$ cat src/sv/bfws_pkg.sv
// ----------------------------------------------------------------------------
// bfws_pkg
// Shared types, widths and codes of the best-fit worker selector.
// ----------------------------------------------------------------------------
package bfws_pkg;

    // parameter defaults
    localparam int WORKERS_DEF = 16;
    localparam int MODELS_DEF  = 8;
    localparam int LORAS_DEF   = 16;

    // fixed field widths
    localparam int KIND_W   = 2;
    localparam int SLOTP_W  = 4;
    localparam int LOAD_W   = 8;
    localparam int VRAM_W   = 20;
    localparam int BONUS_W  = 8;
    localparam int SCORE_W  = 10;
    localparam int MODELP_W = 3;
    localparam int LORAP_W  = 4;
    localparam int MASK_W   = 16;
    localparam int CFGI_W   = 2;
    localparam int CFGD_W   = 20;

    // configuration reset values
    localparam logic [BONUS_W-1:0] MODEL_BONUS_RST = 8'd100;
    localparam logic [BONUS_W-1:0] LORA_BONUS_RST  = 8'd40;
    localparam logic [BONUS_W-1:0] VRAM_BONUS_RST  = 8'd20;
    localparam logic [VRAM_W-1:0]  VRAM_NEED_RST   = 20'd2048;

    typedef enum logic [KIND_W-1:0] {
        KIND_REGISTER  = 2'd0,
        KIND_SET_MODEL = 2'd1,
        KIND_DISPATCH  = 2'd2,
        KIND_RELEASE   = 2'd3
    } t_kind;

    typedef enum logic [CFGI_W-1:0] {
        CFG_MODEL_BONUS = 2'd0,
        CFG_LORA_BONUS  = 2'd1,
        CFG_VRAM_BONUS  = 2'd2,
        CFG_VRAM_NEED   = 2'd3
    } t_cfg_reg;

    typedef struct packed {
        logic [BONUS_W-1:0] model_bonus;
        logic [BONUS_W-1:0] lora_bonus;
        logic [BONUS_W-1:0] vram_bonus;
        logic [VRAM_W-1:0]  vram_need;
    } t_cfg;

    typedef struct packed {
        logic              loaded;
        logic [MASK_W-1:0] mask;
    } t_entry;

    typedef struct packed {
        logic              healthy;
        logic [LOAD_W-1:0] load_cap;
        logic [VRAM_W-1:0] mem_total;
        logic [VRAM_W-1:0] mem_used;
    } t_slot_info;

    // write controls from the sequencer to the slot table
    typedef struct packed {
        logic              info_we;
        logic              load_we;
        logic              ent_we;
        t_slot_info        info;
        logic [LOAD_W-1:0] load;
        t_entry            ent;
    } t_tbl_ctl;

    // one slot as read back from the table
    typedef struct packed {
        logic              valid;
        t_slot_info        info;
        logic [LOAD_W-1:0] load;
        t_entry            ent;
    } t_slot_rd;

    // scored candidate
    typedef struct packed {
        logic               elig;
        logic [SCORE_W-1:0] score;
        logic [LOAD_W-1:0]  load;
    } t_cand;

endpackage

$ cat src/sv/bfws_table.sv
// ----------------------------------------------------------------------------
// bfws_table
// Worker slot table: valid flops, slot info / load memories and the
// per-slot model entry memory. One read address, registered read data.
// ----------------------------------------------------------------------------
module bfws_table #(
    parameter int WORKERS = bfws_pkg::WORKERS_DEF,
    parameter int MODELS  = bfws_pkg::MODELS_DEF,
    parameter int SLOT_W  = 4,
    parameter int MOD_W   = 3
) (
    input  logic               i_clk,
    input  logic               i_rst_n,
    input  logic [SLOT_W-1:0]  i_rd_slot,
    input  logic [MOD_W-1:0]   i_rd_model,
    input  logic [SLOT_W-1:0]  i_wr_slot,
    input  logic [MOD_W-1:0]   i_wr_model,
    input  bfws_pkg::t_tbl_ctl i_ctl,
    output bfws_pkg::t_slot_rd o_rd
);
    import bfws_pkg::*;

    localparam int ENTRIES = WORKERS * MODELS;
    localparam int ENT_W   = (ENTRIES > 1) ? $clog2(ENTRIES) : 1;

    logic [WORKERS-1:0] r_valid;
    t_slot_info         r_info_mem [WORKERS];
    logic [LOAD_W-1:0]  r_load_mem [WORKERS];
    t_entry             r_ent_mem  [ENTRIES];
    t_slot_rd           r_rd;

    logic [ENT_W-1:0] ent_rd_addr;
    logic [ENT_W-1:0] ent_wr_addr;

    // entry address = slot * MODELS + model
    assign ent_rd_addr = ENT_W'(i_rd_slot) * ENT_W'(MODELS) + ENT_W'(i_rd_model);
    assign ent_wr_addr = ENT_W'(i_wr_slot) * ENT_W'(MODELS) + ENT_W'(i_wr_model);

    always_ff @(posedge i_clk) begin
        if (!i_rst_n) begin
            r_valid <= '0;
        end else if (i_ctl.info_we) begin
            r_valid[i_wr_slot] <= 1'b1;
        end
    end

    always_ff @(posedge i_clk) begin
        if (i_ctl.info_we) begin
            r_info_mem[i_wr_slot] <= i_ctl.info;
        end
        if (i_ctl.load_we) begin
            r_load_mem[i_wr_slot] <= i_ctl.load;
        end
        if (i_ctl.ent_we) begin
            r_ent_mem[ent_wr_addr] <= i_ctl.ent;
        end
        r_rd.valid <= r_valid[i_rd_slot];
        r_rd.info  <= r_info_mem[i_rd_slot];
        r_rd.load  <= r_load_mem[i_rd_slot];
        r_rd.ent   <= r_ent_mem[ent_rd_addr];
    end

    assign o_rd = r_rd;

endmodule

$ cat src/sv/bfws_scorer.sv
// ----------------------------------------------------------------------------
// bfws_scorer
// Shared two-stage scorer: eligibility, VRAM check and headroom, then
// bonus sum. One slot enters per cycle.
// ----------------------------------------------------------------------------
module bfws_scorer #(
    parameter int SLOT_W = 4
) (
    input  logic                            i_clk,
    input  logic                            i_rst_n,
    input  logic                            i_live,
    input  logic [SLOT_W-1:0]               i_idx,
    input  bfws_pkg::t_slot_rd              i_rd,
    input  bfws_pkg::t_cfg                  i_cfg,
    input  logic                            i_model_ok,
    input  logic [bfws_pkg::LORAP_W-1:0]    i_lora,
    input  logic                            i_lora_ok,
    output logic                            o_live,
    output logic                            o_busy,
    output logic [SLOT_W-1:0]               o_idx,
    output bfws_pkg::t_cand                 o_cand
);
    import bfws_pkg::*;

    // stage A
    logic              a_elig;
    logic [VRAM_W:0]   a_free;
    logic              r_a_live;
    logic              r_a_elig;
    logic              r_a_loaded;
    logic              r_a_lora;
    logic              r_a_vram;
    logic [LOAD_W-1:0] r_a_head;
    logic [LOAD_W-1:0] r_a_load;
    logic [SLOT_W-1:0] r_a_idx;

    // stage B
    logic [BONUS_W:0]  b_bonus;
    logic              r_b_live;
    logic [SLOT_W-1:0] r_b_idx;
    t_cand             r_b_cand;

    assign a_elig = i_rd.valid && i_rd.info.healthy && (i_rd.load < i_rd.info.load_cap);
    assign a_free = {1'b0, i_rd.info.mem_total} - {1'b0, i_rd.info.mem_used};

    always_comb begin
        if (r_a_loaded) begin
            b_bonus = {1'b0, i_cfg.model_bonus}
                    + (r_a_lora ? {1'b0, i_cfg.lora_bonus} : '0);
        end else if (r_a_vram) begin
            b_bonus = {1'b0, i_cfg.vram_bonus};
        end else begin
            b_bonus = '0;
        end
    end

    always_ff @(posedge i_clk) begin
        if (!i_rst_n) begin
            r_a_live <= 1'b0;
            r_b_live <= 1'b0;
        end else begin
            r_a_live <= i_live;
            r_b_live <= r_a_live;
        end
    end

    always_ff @(posedge i_clk) begin
        r_a_elig   <= a_elig;
        r_a_loaded <= i_model_ok && i_rd.ent.loaded;
        r_a_lora   <= i_lora_ok && i_rd.ent.mask[i_lora];
        // used above total counts as no free VRAM
        r_a_vram   <= !a_free[VRAM_W] && (a_free[VRAM_W-1:0] >= i_cfg.vram_need);
        r_a_head   <= i_rd.info.load_cap - i_rd.load;
        r_a_load   <= i_rd.load;
        r_a_idx    <= i_idx;

        r_b_idx        <= r_a_idx;
        r_b_cand.elig  <= r_a_elig;
        r_b_cand.score <= SCORE_W'(b_bonus) + SCORE_W'(r_a_head);
        r_b_cand.load  <= r_a_load;
    end

    assign o_live = r_b_live;
    assign o_busy = r_a_live | r_b_live;
    assign o_idx  = r_b_idx;
    assign o_cand = r_b_cand;

endmodule

$ cat src/sv/best_fit_worker_selector.sv
// Steps from accept to result valid: dispatch reads the table once per slot
// through the shared scorer, drains it, updates the load and gives the result.
// Register writes the slot, then clears one model entry per cycle; set model
// and release read the slot, then give the result. A new word is taken while
// the last result waits. Reset (synchronous, active low) clears valid bits,
// config and control; slot data is only read behind a set valid bit.
// ----------------------------------------------------------------------------
// best_fit_worker_selector
// Worker slot table with best-score dispatch, load tracking and release.
// ----------------------------------------------------------------------------
module best_fit_worker_selector #(
    parameter int WORKERS = bfws_pkg::WORKERS_DEF,
    parameter int MODELS  = bfws_pkg::MODELS_DEF,
    parameter int LORAS   = bfws_pkg::LORAS_DEF
) (
    input  logic                            i_clk,
    input  logic                            i_rst_n,
    input  logic                            i_cfg_we,
    input  logic [bfws_pkg::CFGI_W-1:0]     i_cfg_idx,
    input  logic [bfws_pkg::CFGD_W-1:0]     i_cfg_wdata,
    input  logic                            i_in_valid,
    output logic                            o_in_ready,
    input  logic [bfws_pkg::KIND_W-1:0]     i_kind,
    input  logic [bfws_pkg::SLOTP_W-1:0]    i_slot,
    input  logic                            i_healthy,
    input  logic [bfws_pkg::LOAD_W-1:0]     i_load_cap,
    input  logic [bfws_pkg::LOAD_W-1:0]     i_start_load,
    input  logic [bfws_pkg::VRAM_W-1:0]     i_mem_total,
    input  logic [bfws_pkg::VRAM_W-1:0]     i_mem_used,
    input  logic [bfws_pkg::MODELP_W-1:0]   i_model_id,
    input  logic [bfws_pkg::LORAP_W-1:0]    i_lora_id,
    input  logic                            i_model_loaded,
    input  logic [bfws_pkg::MASK_W-1:0]     i_lora_mask,
    output logic                            o_out_valid,
    input  logic                            i_out_ready,
    output logic                            o_found,
    output logic [bfws_pkg::SLOTP_W-1:0]    o_chosen_slot,
    output logic [bfws_pkg::SCORE_W-1:0]    o_top_score,
    output logic [bfws_pkg::LOAD_W-1:0]     o_load_after
);
    import bfws_pkg::*;

    localparam int SLOT_W = (WORKERS > 1) ? $clog2(WORKERS) : 1;
    localparam int MOD_W  = (MODELS > 1) ? $clog2(MODELS) : 1;
    localparam int CNT_W  = $clog2(((WORKERS > MODELS) ? WORKERS : MODELS) + 1);

    typedef enum logic [3:0] {
        ST_IDLE, ST_REG, ST_CLR, ST_RD, ST_RDW, ST_SCAN, ST_DRAIN, ST_UPD, ST_FIN
    } t_state;

    // configuration
    t_cfg r_cfg;

    // latched input word
    t_kind               r_kind;
    logic [SLOTP_W-1:0]  r_slot_in;
    logic [SLOT_W-1:0]   r_slot_idx;
    logic                r_in_range;
    t_slot_info          r_info_in;
    logic [LOAD_W-1:0]   r_start_load;
    logic                r_model_ok;
    logic [MOD_W-1:0]    r_model_idx;
    logic [LORAP_W-1:0]  r_lora;
    logic                r_lora_ok;
    t_entry              r_ent_in;

    // sequencer
    t_state              r_state, n_state;
    logic [CNT_W-1:0]    r_cnt, n_cnt;
    logic                r_rd_live, n_rd_live;
    logic                r_have, n_have;
    logic [SCORE_W-1:0]  r_best, n_best;
    logic [SLOT_W-1:0]   r_best_idx, n_best_idx;
    logic [LOAD_W-1:0]   r_best_load, n_best_load;
    logic [LOAD_W-1:0]   r_res_load, n_res_load;
    logic                r_out_valid, n_out_valid;
    logic                r_out_found, n_out_found;
    logic [SLOTP_W-1:0]  r_out_slot, n_out_slot;
    logic [SCORE_W-1:0]  r_out_score, n_out_score;
    logic [LOAD_W-1:0]   r_out_load, n_out_load;

    // slot index that goes with the registered table read
    logic [SLOT_W-1:0]   r_best_idx_rd;

    logic                in_acc;
    logic [SLOT_W+SLOTP_W-1:0]   slot_ext;
    logic [MOD_W+MODELP_W-1:0]   model_ext;
    logic [SLOT_W+SLOTP_W-1:0]   best_ext;
    logic [SLOT_W-1:0]   rd_slot;
    logic [SLOT_W-1:0]   wr_slot;
    logic [MOD_W-1:0]    wr_model;
    t_tbl_ctl            tbl_ctl;
    t_slot_rd            tbl_rd;
    logic [LOAD_W-1:0]   cur_load;
    logic                sc_live;
    logic                sc_busy;
    logic [SLOT_W-1:0]   sc_idx;
    t_cand               sc_cand;
    logic [LOAD_W-1:0]   best_load_inc;

    assign in_acc     = i_in_valid && o_in_ready;
    assign o_in_ready = (r_state == ST_IDLE);
    assign slot_ext   = {{SLOT_W{1'b0}}, i_slot};
    assign model_ext  = {{MOD_W{1'b0}}, i_model_id};
    assign best_ext   = {{SLOTP_W{1'b0}}, r_best_idx};
    assign best_load_inc = r_best_load + 1'b1;
    // a slot never registered has zero load
    assign cur_load   = tbl_rd.valid ? tbl_rd.load : '0;

    // configuration writes
    always_ff @(posedge i_clk) begin
        if (!i_rst_n) begin
            r_cfg.model_bonus <= MODEL_BONUS_RST;
            r_cfg.lora_bonus  <= LORA_BONUS_RST;
            r_cfg.vram_bonus  <= VRAM_BONUS_RST;
            r_cfg.vram_need   <= VRAM_NEED_RST;
        end else if (i_cfg_we) begin
            unique case (t_cfg_reg'(i_cfg_idx))
                CFG_MODEL_BONUS: r_cfg.model_bonus <= i_cfg_wdata[BONUS_W-1:0];
                CFG_LORA_BONUS:  r_cfg.lora_bonus  <= i_cfg_wdata[BONUS_W-1:0];
                CFG_VRAM_BONUS:  r_cfg.vram_bonus  <= i_cfg_wdata[BONUS_W-1:0];
                CFG_VRAM_NEED:   r_cfg.vram_need   <= i_cfg_wdata[VRAM_W-1:0];
                default: ;
            endcase
        end
    end

    // input word capture
    always_ff @(posedge i_clk) begin
        if (in_acc) begin
            r_kind              <= t_kind'(i_kind);
            r_slot_in           <= i_slot;
            r_slot_idx          <= slot_ext[SLOT_W-1:0];
            r_in_range          <= (32'(i_slot) < WORKERS);
            r_info_in.healthy   <= i_healthy;
            r_info_in.load_cap  <= i_load_cap;
            r_info_in.mem_total <= i_mem_total;
            r_info_in.mem_used  <= i_mem_used;
            r_start_load        <= i_start_load;
            r_model_ok          <= (32'(i_model_id) < MODELS);
            // out-of-range model reads entry 0, masked by r_model_ok
            r_model_idx         <= (32'(i_model_id) < MODELS) ? model_ext[MOD_W-1:0] : '0;
            r_lora              <= i_lora_id;
            r_lora_ok           <= (32'(i_lora_id) < LORAS);
            r_ent_in.loaded     <= i_model_loaded;
            r_ent_in.mask       <= i_lora_mask;
        end
    end

    always_comb begin
        n_state     = r_state;
        n_cnt       = r_cnt;
        n_rd_live   = 1'b0;
        n_have      = r_have;
        n_best      = r_best;
        n_best_idx  = r_best_idx;
        n_best_load = r_best_load;
        n_res_load  = r_res_load;
        n_out_valid = r_out_valid && !i_out_ready;
        n_out_found = r_out_found;
        n_out_slot  = r_out_slot;
        n_out_score = r_out_score;
        n_out_load  = r_out_load;
        rd_slot     = r_slot_idx;
        wr_slot     = r_slot_idx;
        wr_model    = r_model_idx;
        tbl_ctl         = '0;
        tbl_ctl.info    = r_info_in;
        tbl_ctl.load    = r_start_load;
        tbl_ctl.ent     = r_ent_in;

        // running best: first strictly higher score wins
        if (sc_live && sc_cand.elig && (!r_have || sc_cand.score > r_best)) begin
            n_have      = 1'b1;
            n_best      = sc_cand.score;
            n_best_idx  = sc_idx;
            n_best_load = sc_cand.load;
        end

        unique case (r_state)
            ST_IDLE: begin
                if (in_acc) begin
                    n_cnt      = '0;
                    n_have     = 1'b0;
                    n_res_load = i_start_load;
                    unique case (t_kind'(i_kind))
                        KIND_REGISTER: begin
                            n_state = (32'(i_slot) < WORKERS) ? ST_REG : ST_FIN;
                        end
                        KIND_DISPATCH: begin
                            n_state = ST_SCAN;
                        end
                        default: begin
                            n_state = (32'(i_slot) < WORKERS) ? ST_RD : ST_FIN;
                        end
                    endcase
                end
            end
            ST_REG: begin
                tbl_ctl.info_we = 1'b1;
                tbl_ctl.load_we = 1'b1;
                n_cnt   = '0;
                n_state = ST_CLR;
            end
            ST_CLR: begin
                // wipe the slot's model entries, one per cycle
                tbl_ctl.ent_we = 1'b1;
                tbl_ctl.ent    = '0;
                wr_model       = r_cnt[MOD_W-1:0];
                if (r_cnt == CNT_W'(MODELS - 1)) begin
                    n_state = ST_FIN;
                end else begin
                    n_cnt = r_cnt + 1'b1;
                end
            end
            ST_RD: begin
                if (r_kind == KIND_SET_MODEL && r_model_ok) begin
                    tbl_ctl.ent_we = 1'b1;
                end
                n_state = ST_RDW;
            end
            ST_RDW: begin
                n_res_load = cur_load;
                if (r_kind == KIND_RELEASE && cur_load != '0) begin
                    tbl_ctl.load_we = 1'b1;
                    tbl_ctl.load    = cur_load - 1'b1;
                    n_res_load      = cur_load - 1'b1;
                end
                n_state = ST_FIN;
            end
            ST_SCAN: begin
                rd_slot   = r_cnt[SLOT_W-1:0];
                n_rd_live = 1'b1;
                if (r_cnt == CNT_W'(WORKERS - 1)) begin
                    n_state = ST_DRAIN;
                end else begin
                    n_cnt = r_cnt + 1'b1;
                end
            end
            ST_DRAIN: begin
                if (!r_rd_live && !sc_busy) begin
                    n_state = ST_UPD;
                end
            end
            ST_UPD: begin
                wr_slot         = r_best_idx;
                tbl_ctl.load_we = r_have;
                tbl_ctl.load    = best_load_inc;
                n_state         = ST_FIN;
            end
            ST_FIN: begin
                if (!r_out_valid || i_out_ready) begin
                    n_out_valid = 1'b1;
                    if (r_kind == KIND_DISPATCH) begin
                        n_out_found = r_have;
                        n_out_slot  = r_have ? best_ext[SLOTP_W-1:0] : '0;
                        n_out_score = r_have ? r_best : '0;
                        n_out_load  = r_have ? best_load_inc : '0;
                    end else begin
                        n_out_found = 1'b0;
                        n_out_slot  = r_slot_in;
                        n_out_score = '0;
                        n_out_load  = r_in_range ? r_res_load : '0;
                    end
                    n_state = ST_IDLE;
                end
            end
            default: n_state = ST_IDLE;
        endcase
    end

    always_ff @(posedge i_clk) begin
        if (!i_rst_n) begin
            r_state     <= ST_IDLE;
            r_cnt       <= '0;
            r_rd_live   <= 1'b0;
            r_have      <= 1'b0;
            r_out_valid <= 1'b0;
        end else begin
            r_state     <= n_state;
            r_cnt       <= n_cnt;
            r_rd_live   <= n_rd_live;
            r_have      <= n_have;
            r_out_valid <= n_out_valid;
        end
        r_best      <= n_best;
        r_best_idx  <= n_best_idx;
        r_best_load <= n_best_load;
        r_res_load  <= n_res_load;
        r_out_found <= n_out_found;
        r_out_slot  <= n_out_slot;
        r_out_score <= n_out_score;
        r_out_load  <= n_out_load;
    end

    bfws_table #(
        .WORKERS (WORKERS),
        .MODELS  (MODELS),
        .SLOT_W  (SLOT_W),
        .MOD_W   (MOD_W)
    ) u_table (
        .i_clk      (i_clk),
        .i_rst_n    (i_rst_n),
        .i_rd_slot  (rd_slot),
        .i_rd_model (r_model_idx),
        .i_wr_slot  (wr_slot),
        .i_wr_model (wr_model),
        .i_ctl      (tbl_ctl),
        .o_rd       (tbl_rd)
    );

    bfws_scorer #(
        .SLOT_W (SLOT_W)
    ) u_scorer (
        .i_clk      (i_clk),
        .i_rst_n    (i_rst_n),
        .i_live     (r_rd_live),
        .i_idx      (r_best_idx_rd),
        .i_rd       (tbl_rd),
        .i_cfg      (r_cfg),
        .i_model_ok (r_model_ok),
        .i_lora     (r_lora),
        .i_lora_ok  (r_lora_ok),
        .o_live     (sc_live),
        .o_busy     (sc_busy),
        .o_idx      (sc_idx),
        .o_cand     (sc_cand)
    );

    always_ff @(posedge i_clk) begin
        r_best_idx_rd <= rd_slot;
    end

    assign o_out_valid   = r_out_valid;
    assign o_found       = r_out_found;
    assign o_chosen_slot = r_out_slot;
    assign o_top_score   = r_out_score;
    assign o_load_after  = r_out_load;

`ifndef ASSERT_OFF
    a_busy_after_accept: assert property (@(posedge i_clk) disable iff (!i_rst_n)
        in_acc |=> (r_state != ST_IDLE))
        else $error("input word accepted but sequencer stayed idle");

    a_scorer_quiet_idle: assert property (@(posedge i_clk) disable iff (!i_rst_n)
        (r_state == ST_IDLE) |-> !sc_busy)
        else $error("scorer still active while idle");

    a_found_load: assert property (@(posedge i_clk) disable iff (!i_rst_n)
        (o_out_valid && o_found) |-> (o_load_after != '0))
        else $error("dispatch winner reports zero load");

    a_miss_zero: assert property (@(posedge i_clk) disable iff (!i_rst_n)
        (o_out_valid && !o_found) |-> (o_top_score == '0))
        else $error("nonzero score without a winner");
`endif

endmodule
$ cat config.mk
export PLATFORM = sky130hd
export DESIGN_NAME = best_fit_worker_selector
export DESIGN_NICKNAME = d
export VERILOG_FILES = /design/src/sv/bfws_pkg.sv /design/src/sv/bfws_table.sv /design/src/sv/bfws_scorer.sv /design/src/sv/best_fit_worker_selector.sv
export SDC_FILE = /design/constraint.sdc
export NUM_CORES = 2
export LEC_CHECK = 0
export BUFFER_PORTS_ARGS = -buffer_cell sky130_fd_sc_hd__buf_4
export CORE_ASPECT_RATIO = 0.9
export CORE_UTILIZATION = 45
export CTS_CLUSTER_SIZE = 40
export DETAILED_ROUTE_END_ITERATION = 7
export MAX_ROUTING_LAYER = met4
export PLACE_DENSITY = 0.58
export SLEW_MARGIN = 10
export SYNTH_ARGS = -nofsm -noshare
export SYNTH_HDL_FRONTEND = slang
export SYNTH_SLANG_ARGS = --single-unit
$ cat constraint.sdc
create_clock -name i_clk -period 5.3 [get_ports i_clk]
set_input_delay 1.06 -clock i_clk [delete_from_list [all_inputs] [get_ports i_clk]]
set_output_delay 1.06 -clock i_clk [all_outputs]
set_load 0.1 [all_outputs]
==> out/metrics.yaml <==
pwr:
  p_int_uw: 54350
  power-per-cell-area_nw_per_um2: 521.2
  power_leakage_uw: 0.04968
  combPwrFrac: 0.243
  vdd_drop_max_uv: 342.0
  switching_share: 0.3116
  power.clock.fraction: 0.310
  seq_power_share: 0.447
  p_switching_uw: 24600
clock_network:
  postCtsSetupRepairBufs: 0
  cts_buffers: 350
  htree_levels: 5
  clockBufferDepth: 4
  post_cts_resized: 0
  postCtsHoldBufs: 0
  clock-sinks: 3428
  root_buffer: "clkbuf_16"
  clk_pin_slew_ns: 0.06
  cts_tree: "built"
  clk_latency_ns: 0.94
floorplanning:
  num_rows: 188
  dieArea_um2: 297400
  die_w_um: 574.7
  start_util: 0.4539
  io_pins: 139
  core_um2: 292600
  dieHeight_um: 517.4
global_route:
  grt_pass1_vias: 68960
  antenna_found_initial: 20
  overflow: 0
  grt_pass1_wl_um: 503900
  grt_max_degree: 126
  grt_util_all_layers: 0.2417
synth:
  syn_nets: 7611
  async_reset_ff_frac: 0
  synth.top_cell.area_share: 0.7297
  synth_area_um2: 132800
  yosysTopAreaCell: "edfxtp_1"
  synth_area_leaders: "edfxtp_1 73%, mux4_2 11%, nand2_1 3.5%, dfxtp_1 3.0%, nand3_1 2.0%"
  ys_seq_elements: 3428
  ys_warn_count: 0
  ys.flop_type: "edfxtp_1"
  syn_inst: 7414
  avgSynthCellArea_um2: 17.92
  yosysSeqAreaShare: 0.7599
  synth-edff-count: 3228
  ys_types: 65
timing:
  period_share: 0.8502
  fin_setup_tns_ns: 0
  rsz0062_at_grt: "no"
  setup-violations-final: 0
  fmax_mhz: 221.9
  tightest_slew_ns: 1.289
  slew_headroom: 0.1408
  finalHoldViolations: 0
  slew_violations: 0
  finalClockSkew_ns: 0.05725
  fin_crit_ns: 4.506
route:
  final_antenna_net_count: 0
  routedWlPerCell_um: 29.41
  drt_wl_total_um: 352400
  first_pass_iters: 5
  viasPerCell: 5.931
  route.vias.total: 71060
  drt-initial-drc-count: 8753
  drc: 0
setup_path:
  path_cells: "nor2b_1, nand3_1, or3_1, o31ai_1, nand2_1, nor2_4, buf_4"
  cp.arrival_ns: 5.09
  crit_path_end_kind: "register"
  slowest_stage: "nor2_4"
  crit_fanout: 18
  max_stage_delay_ns: 0.80
  crit_type: "register to register"
  cp-start-kind: "register"
  worstPathRequired_ns: 5.88
placement:
  dp_hpwl_um: 203300
  portBuffers: 138
  gp_congestion: 0.8637
flow_run:
  cap_violations: 0
cells_and_area:
  final_cell_mix: "3228 x edfxtp_1, 1251 x nand2_1, 660 x mux4_2"
  post-route-util: 0.5177
  drive_above_1_share: 0.2159
  syn2layout_area_growth_pct: 14.04
  layout_commonest_cell: "edfxtp_1"
  layout.nets: 7984
min_path:
  hp-class: "input port to register"
outcome:
  status: "completed"
## cell type report
type | instances | area (µm²)
tap | 3895 | 4873
fill | 23300 | 141100
multi-input combinational | 3487 | 30040
inverter | 83 | 342.8
antenna | 5 | 12.51
clock buffer | 459 | 9610
timing repair buffer | 437 | 3906
sequential | 3428 | 100900
clock inverter | 187 | 1764
## layer usage
metal | share of wire | global-route usage
met5 | 0 | -
met4 | 0.023 | 0.05744
met3 | 0.080 | 0.03278
met2 | 0.46 | 0.3642
met1 | 0.43 | 0.3518
## flip-flops by register name, summed over array words and instances, names as in the netlist, 10 cells and up
| register | cells |
|---|---|
| u_table.r_ent_mem | 2176 |
| u_table.r_info_mem | 784 |
| u_table.r_load_mem | 128 |
| u_table.o_rd | 75 |
| r_info_in | 49 |
| r_cfg | 44 |
| u_scorer.o_cand | 19 |
| r_ent_in | 17 |
| u_table.r_valid | 16 |
| o_top_score | 10 |
| r_best | 10 |
## final timing paths
check | startpoint | endpoint | slack (ns) | cells past startpoint
hold / removal | i_lora_mask[15] | r_ent_in[15] | 0.29 | 1
setup reg to reg | r_state[0] | u_table.r_info_mem[3][18] | 0.79 | 7
hold reg to reg | u_scorer.r_a_load[6] | u_scorer.o_cand[6] | 0.32 | 0
setup / recovery | r_state[0] | u_table.r_info_mem[3][18] | 0.79 | 7
## critical path: cells and delay by family (launching register included)
family | cells | cell delay [ns]
buf+inv | 1 | 0.48
compound gates | 1 | 0.21
simple gates | 5 | 2.83
flops | 1 | 0.62
## kinds of logic (layout without fill, tap and decap cells)
group                    Yosys count  count (layout)  share of synthesized area
AO/OA/AOI/OAI                    464             464                    0.02577
XOR/XNOR                          46              46                   0.003033
adder cells (fa/ha/maj)           83              83                   0.008044
buffers and inverters            499            1166                    0.01724
flip-flops                      3428            3428                     0.7599
multiplexers                     706             706                     0.1156
other                              0               5                          0
AND/OR/NAND/NOR                 2188            2188                    0.07047
## per-stage QoR
step                std cells  setup WS (ns)  power (µW)  cell area [µm²]  hold slack [ns]
floorplan                7414         0.5433       47240           132800           0.3096
global placement        11330          1.055       54630           140100           0.3104
detailed placement      11330         0.9142       55030           140100           0.3121
CTS                     11980         0.9206       79400           151500           0.2159
global route            11980         0.6386       81740           151500           0.2523
finish                  11980         0.7938       78950           151500           0.2918
## cells in the mapped netlist (all sizes together) (30+ instances only)
library cell / number
mux4: 660
xnor2: 30
dfxtp: 200
a311oi: 117
and3: 67
ha: 79
edfxtp: 3228
nor2: 225
a21oi: 42
clkbuf: 208
buf: 208
mux2i: 45
and2: 31
nand2: 1252
o21ai: 48
nand3: 526
a21boi: 35
inv: 83
a31oi: 73
## power by group through the flow
stage	clock, µW	combinational (µW)	sequential (µW)
after floorplan	0	11700	35500
after detailed placement	0	19200	35800
after CTS	24900	19300	35300
after global placement	0	18900	35800
after global routing	25900	20500	35400
final	24500	19200	35300
No activity file was read; power rests on OpenSTA's default activity.
